[src/hdl/loa_pkg.sv]
// ----------------------------------------------------------------------------
// loa_pkg
// shared types for the lifetime offset allocator: result codes, controller
// states, and the command and status groups between controller and datapath
// ----------------------------------------------------------------------------
package loa_pkg;

  typedef enum logic [1:0] {
    ST_OK       = 2'd0,
    ST_INVALID  = 2'd1,
    ST_OVERFLOW = 2'd2,
    ST_FULL     = 2'd3
  } status_e;

  typedef enum logic [6:0] {
    S_IDLE     = 7'b0000001,
    S_CHECK    = 7'b0000010,
    S_ALIGN    = 7'b0000100,
    S_END      = 7'b0001000,
    S_SCAN_REQ = 7'b0010000,
    S_SCAN_CMP = 7'b0100000,
    S_COMMIT   = 7'b1000000
  } state_e;

  typedef struct packed {
    logic    load;
    logic    init_fixed;
    logic    init_search;
    logic    align;
    logic    end_chk;
    logic    scan_start;
    logic    scan_step;
    logic    restart;
    logic    commit;
    logic    finish;
    status_e fin_status;
  } cmd_t;

  typedef struct packed {
    logic size_zero;
    logic req_bad;
    logic fixed;
    logic fix_misal;
    logic fix_over;
    logic ovf_align;
    logic ovf_end;
    logic count_zero;
    logic clash;
    logic scan_last;
    logic full;
  } stat_t;

endpackage

[src/hdl/loa_ctrl.sv]
// ----------------------------------------------------------------------------
// loa_ctrl
// controller: sequences validation, alignment, end check, table scan with
// first-fit restart, and commit of one request
// ----------------------------------------------------------------------------
module loa_ctrl (
  input  logic           clk_i,
  input  logic           rst_ni,
  input  logic           start_i,
  input  loa_pkg::stat_t stat_i,
  output loa_pkg::cmd_t  cmd_o,
  output logic           busy_o
);

  loa_pkg::state_e state_q, state_d;

  always_comb begin
    state_d          = state_q;
    cmd_o            = '0;
    cmd_o.fin_status = loa_pkg::ST_OK;
    unique case (state_q)
      loa_pkg::S_IDLE: begin
        if (start_i) begin
          cmd_o.load = 1'b1;
          state_d    = loa_pkg::S_CHECK;
        end
      end
      loa_pkg::S_CHECK: begin
        if (stat_i.size_zero) begin
          cmd_o.finish = 1'b1;
          state_d      = loa_pkg::S_IDLE;
        end else if (stat_i.req_bad || (stat_i.fixed && stat_i.fix_misal)) begin
          cmd_o.finish     = 1'b1;
          cmd_o.fin_status = loa_pkg::ST_INVALID;
          state_d          = loa_pkg::S_IDLE;
        end else if (stat_i.fixed && stat_i.fix_over) begin
          cmd_o.finish     = 1'b1;
          cmd_o.fin_status = loa_pkg::ST_OVERFLOW;
          state_d          = loa_pkg::S_IDLE;
        end else if (stat_i.fixed) begin
          cmd_o.init_fixed = 1'b1;
          state_d          = loa_pkg::S_END;
        end else begin
          cmd_o.init_search = 1'b1;
          state_d           = loa_pkg::S_ALIGN;
        end
      end
      loa_pkg::S_ALIGN: begin
        if (stat_i.ovf_align) begin
          cmd_o.finish     = 1'b1;
          cmd_o.fin_status = loa_pkg::ST_OVERFLOW;
          state_d          = loa_pkg::S_IDLE;
        end else begin
          cmd_o.align = 1'b1;
          state_d     = loa_pkg::S_END;
        end
      end
      loa_pkg::S_END: begin
        if (stat_i.ovf_end) begin
          cmd_o.finish     = 1'b1;
          cmd_o.fin_status = loa_pkg::ST_OVERFLOW;
          state_d          = loa_pkg::S_IDLE;
        end else begin
          cmd_o.end_chk = 1'b1;
          state_d       = stat_i.count_zero ? loa_pkg::S_COMMIT : loa_pkg::S_SCAN_REQ;
        end
      end
      loa_pkg::S_SCAN_REQ: begin
        cmd_o.scan_start = 1'b1;
        state_d          = loa_pkg::S_SCAN_CMP;
      end
      loa_pkg::S_SCAN_CMP: begin
        if (stat_i.clash && stat_i.fixed) begin
          cmd_o.finish     = 1'b1;
          cmd_o.fin_status = loa_pkg::ST_INVALID;
          state_d          = loa_pkg::S_IDLE;
        end else if (stat_i.clash) begin
          cmd_o.restart = 1'b1;
          state_d       = loa_pkg::S_ALIGN;
        end else if (stat_i.scan_last) begin
          state_d = loa_pkg::S_COMMIT;
        end else begin
          cmd_o.scan_step = 1'b1;
        end
      end
      loa_pkg::S_COMMIT: begin
        cmd_o.finish = 1'b1;
        state_d      = loa_pkg::S_IDLE;
        if (stat_i.full) begin
          cmd_o.fin_status = loa_pkg::ST_FULL;
        end else begin
          cmd_o.commit = 1'b1;
        end
      end
      default: begin
        state_d = loa_pkg::S_IDLE;
      end
    endcase
  end

  always_ff @(posedge clk_i or negedge rst_ni) begin
    if (!rst_ni) begin
      state_q <= loa_pkg::S_IDLE;
    end else begin
      state_q <= state_d;
    end
  end

  assign busy_o = state_q != loa_pkg::S_IDLE;

endmodule

[config.mk]
export PLATFORM = sky130hd
export DESIGN_NAME = loa_ctrl
export DESIGN_NICKNAME = d
export VERILOG_FILES = /design/src/hdl/loa_pkg.sv /design/src/hdl/loa_ctrl.sv
export SDC_FILE = /design/constraint.sdc
export NUM_CORES = 1
export LEC_CHECK = 0
export ABC_AREA = 1
export BUFFER_PORTS_ARGS = -buffer_cell sky130_fd_sc_hd__buf_4
export CORE_MARGIN = 10
export CORE_UTILIZATION = 45
export CTS_BUF_LIST = sky130_fd_sc_hd__clkbuf_4 sky130_fd_sc_hd__clkbuf_8 sky130_fd_sc_hd__clkbuf_16
export CTS_CLUSTER_DIAMETER = 200
export DETAILED_ROUTE_END_ITERATION = 10
export HOLD_SLACK_MARGIN = 0.05
export PLACE_DENSITY = 0.77
export SETUP_SLACK_MARGIN = 0.05
export SLEW_MARGIN = 20
export SYNTH_ARGS = -nofsm -noshare
export SYNTH_HDL_FRONTEND = slang
export SYNTH_SLANG_ARGS = --single-unit
[constraint.sdc]
create_clock -name clk_i -period 4.1 [get_ports clk_i]
set_clock_uncertainty 0.05 [all_clocks]
set_input_delay 0.82 -clock clk_i [delete_from_list [all_inputs] [get_ports clk_i]]
set_output_delay 0.82 -clock clk_i [all_outputs]
set_load 0.02 [all_outputs]
==> results.sh <==
export IMPL_placed_cells_incl_taps=138
export IMPL_total_die_area_mm2=0.003222
export IMPL_maxCapViolCount=0
export IMPL_report_final_setup_viol=0
export IMPL_root_buffer="sky130_fd_sc_hd__clkbuf_4"
export IMPL_post_cts_resize_count=0
export IMPL_rows=13
export IMPL_ctsLongestPathBuffers=2
export IMPL_path_clk_slew_ns=0.05
export IMPL_finalNonFillerCells=142
export IMPL_power_frac_seq=0.313
export IMPL_drcViolationCount=0
export IMPL_floorplan_die_width_um=56.76
export IMPL_cts_buffers_inserted=3
export IMPL_critPathCaptureType="output pin"
export IMPL_floorplan_initialDensity=0.4732
export IMPL_largest_register_by_flop_count="state_q"
export IMPL_io_pin_count=27
export IMPL_io_buffers=26
export IMPL_cp_startpoint="stat_i[9]"
export IMPL_criticalPathCategory="input port to output pin"
export IMPL_grt_pass1_vias=686
export IMPL_worst_pin_slew_ns=0.2844
export IMPL_power_leakage_nw=0.4707
export IMPL_max_vdd_ir_drop_uv=279.5
export IMPL_timing_final_crit_period_ns=2.485
export IMPL_final_hold_viol_count=0
export IMPL_cts_tree="done"
export IMPL_antenna_found_initial=0
export IMPL_postSynthAreaPerCell_um2=6.269
export IMPL_r2r_start="state_q[0]$_DFFE_PN1P_"
export IMPL_tritoncts_num_sinks=7
export IMPL_postLayoutSetupSlackWorst_ns=1.615
export IMPL_switching_share=0.4015
export IMPL_drtIter0Drc=27
export IMPL_cts_setup_buffers=0
export IMPL_core_area_mm2=0.001285
export IMPL_run_status="completed"
export IMPL_floorplan_die_height_um=56.76
export IMPL_critPathRequiredTime_ns=3.23
export IMPL_setup_tns_final_ns=0
export IMPL_clock_tree_htree_level_count=1
export IMPL_n_antenna_cell=0
export IMPL_powerDensity_mw_per_mm2=344.5
export IMPL_synth_async_reset_ratio=1.000
export IMPL_gp_congestion=0.8113
export IMPL_reg_top3="state_q: 7 flops"
export IMPL_cpMostUsedCell="sky130_fd_sc_hd__nand2_1"
export IMPL_layout_commonest_cell="sky130_fd_sc_hd__buf_4"
export IMPL_hold_path_class="input port to asynchronous set/reset pin"
export IMPL_routed_wire_length_per_instance_um=11.09
export IMPL_rsz0062_at_grt="false"
export IMPL_drt_first_pass_iters=4
export IMPL_internal_power_mw=0.1757
export IMPL_via_count=683
export IMPL_list_of_cells_traversed_by_the_critical_path="buf_4 -> nor2_1 -> nand3_1 -> nand2_1 -> nand2_1 -> nor2_1 -> nand2_1 -> buf_4"
export IMPL_layout_worst_path_cycle_share=0.6061
export IMPL_combinationalPowerShare=0.453
export IMPL_slew_headroom=0.8104
export IMPL_ant_nets=0
export IMPL_clock_fmax_mhz=402.4
export IMPL_final_util=0.6631
export IMPL_reg2reg_slack_ns=2.82
export IMPL_final_slew_viol_count=0
export IMPL_grt_first_pass_wirelength_um=2718
export IMPL_largest_register_ffs=7
export IMPL_ys_flop_type="sky130_fd_sc_hd__dfrtp_1"
export IMPL_synthesis_yosys_warnings=0
export IMPL_dpl_hpwl_um=1413
export IMPL_worst_setup_path_start_kind="input port"
export IMPL_clock_power_share=0.234
export IMPL_syn_instance_count=97
export IMPL_largest_net_degree_at_the_start_of_global_routing=8
export IMPL_ys_seq_area_frac=0.2901
export IMPL_mostFrequentLayoutCells="sky130_fd_sc_hd__buf_4, sky130_fd_sc_hd__nand2_1, sky130_fd_sc_hd__nor2_1"
export IMPL_postSynthNetCount=111
export IMPL_nNetsFinal=142
export IMPL_route_final_wire_length_um=1575
export IMPL_path_max_fanout=2
export IMPL_post_drt_via_cell_ratio=4.810
export IMPL_cts_hold_buf=0
export IMPL_synth_cell_type_count=18
export IMPL_worst_path_max_delay_cell="sky130_fd_sc_hd__buf_4"
export IMPL_timing_critical_path_slowest_cell_delay_ns=0.16
export IMPL_finalHoldWorstSlack_ns=0.3223
export IMPL_insertion_delay_ns=0.25
export IMPL_grt_use_total=0.09754
export IMPL_power_net_switching_mw=0.1179
export IMPL_area_delta_synth_final_pct=40.12
export IMPL_overflow=0
export IMPL_ys_ff_latch=7
export IMPL_synthesis_area_um2=608.1
export IMPL_synth_enable_flop_cells=0
export IMPL_final_layout_size_suffix_gt1_frac=0.3780
export IMPL_place_ws_ns=1.617
export IMPL_data_arrival_time_of_the_critical_path_ns=1.61
-- final timing paths --
check                                         end  cells after the start
max                                      cmd_o[2]                      8
min                        state_q[6]$_DFFE_PN0P_                      1
max reg2reg                state_q[6]$_DFFE_PN0P_                      7
min reg2reg                state_q[5]$_DFFE_PN0P_                      2
max in group asynchronous  state_q[0]$_DFFE_PN1P_                      1
min in group clk_i         state_q[5]$_DFFE_PN0P_                      2
-- metrics by stage --
step	power, mW	instance area [um^2]
after floorplan	0.1800	608.1
after global placement	0.2247	822.0
after detailed placement	0.2267	822.0
after CTS	0.2959	852.1
after global routing	0.3183	852.1
final	0.2936	852.1
-- critical path: cells and delay by family --
family,cells,cell delay [ns]
buf+inv,2,0.27
simple gates,6,0.52
-- cell families after synthesis --
family / after synthesis / synth area share
AO/OA/AOI/OAI: 6 / 0.06377
buffers and inverters: 18 / 0.1111
flip-flops: 7 / 0.2901
AND/OR/NAND/NOR: 66 / 0.5350
-- power groups by stage --
stage          combinational (mW)  clock (mW)  sequential [mW]
3_3_place_gp                0.132           0           0.0924
3_5_place_dp                0.134           0           0.0932
5_1_grt                     0.151      0.0738           0.0938
2_1_floorplan              0.0885           0           0.0915
4_1_cts                     0.134      0.0699           0.0920
6_report                    0.133      0.0686           0.0920
-- final cells by class --
type	count	area (um^2)
Tap cell	15	18.77
Inverter	18	67.56
Fill cell	121	432.9
Multi-Input combinational cell	72	364.1
Clock buffer	4	30.03
Timing Repair Buffer	26	195.2
Sequential cell	7	176.4
-- Yosys cell counts, types with 2 or more instances --
cell / instances / area [um^2]
sky130_fd_sc_hd__nand2_1: 22 / 82.58
sky130_fd_sc_hd__nor2_1: 20 / 75.07
sky130_fd_sc_hd__inv_1: 16 / 60.06
sky130_fd_sc_hd__nand3_1: 8 / 40.04
sky130_fd_sc_hd__dfrtp_1: 6 / 150.1
sky130_fd_sc_hd__nand2_2: 5 / 31.28
sky130_fd_sc_hd__nor2_4: 5 / 56.30
sky130_fd_sc_hd__nor2_2: 3 / 18.77
sky130_fd_sc_hd__a21oi_1: 2 / 10.01
sky130_fd_sc_hd__inv_2: 2 / 7.510
-- layer usage --
layer  vias to the layer above  routed length [um]  track usage
li1                        360                   -            -
met1                       306                 680       0.1103
met2                        17                 787       0.1755
met3                         0                 107      0.04045
met4                         0                   0            0
met5                         -                   0            0
(Power assumes the default switching activity.)
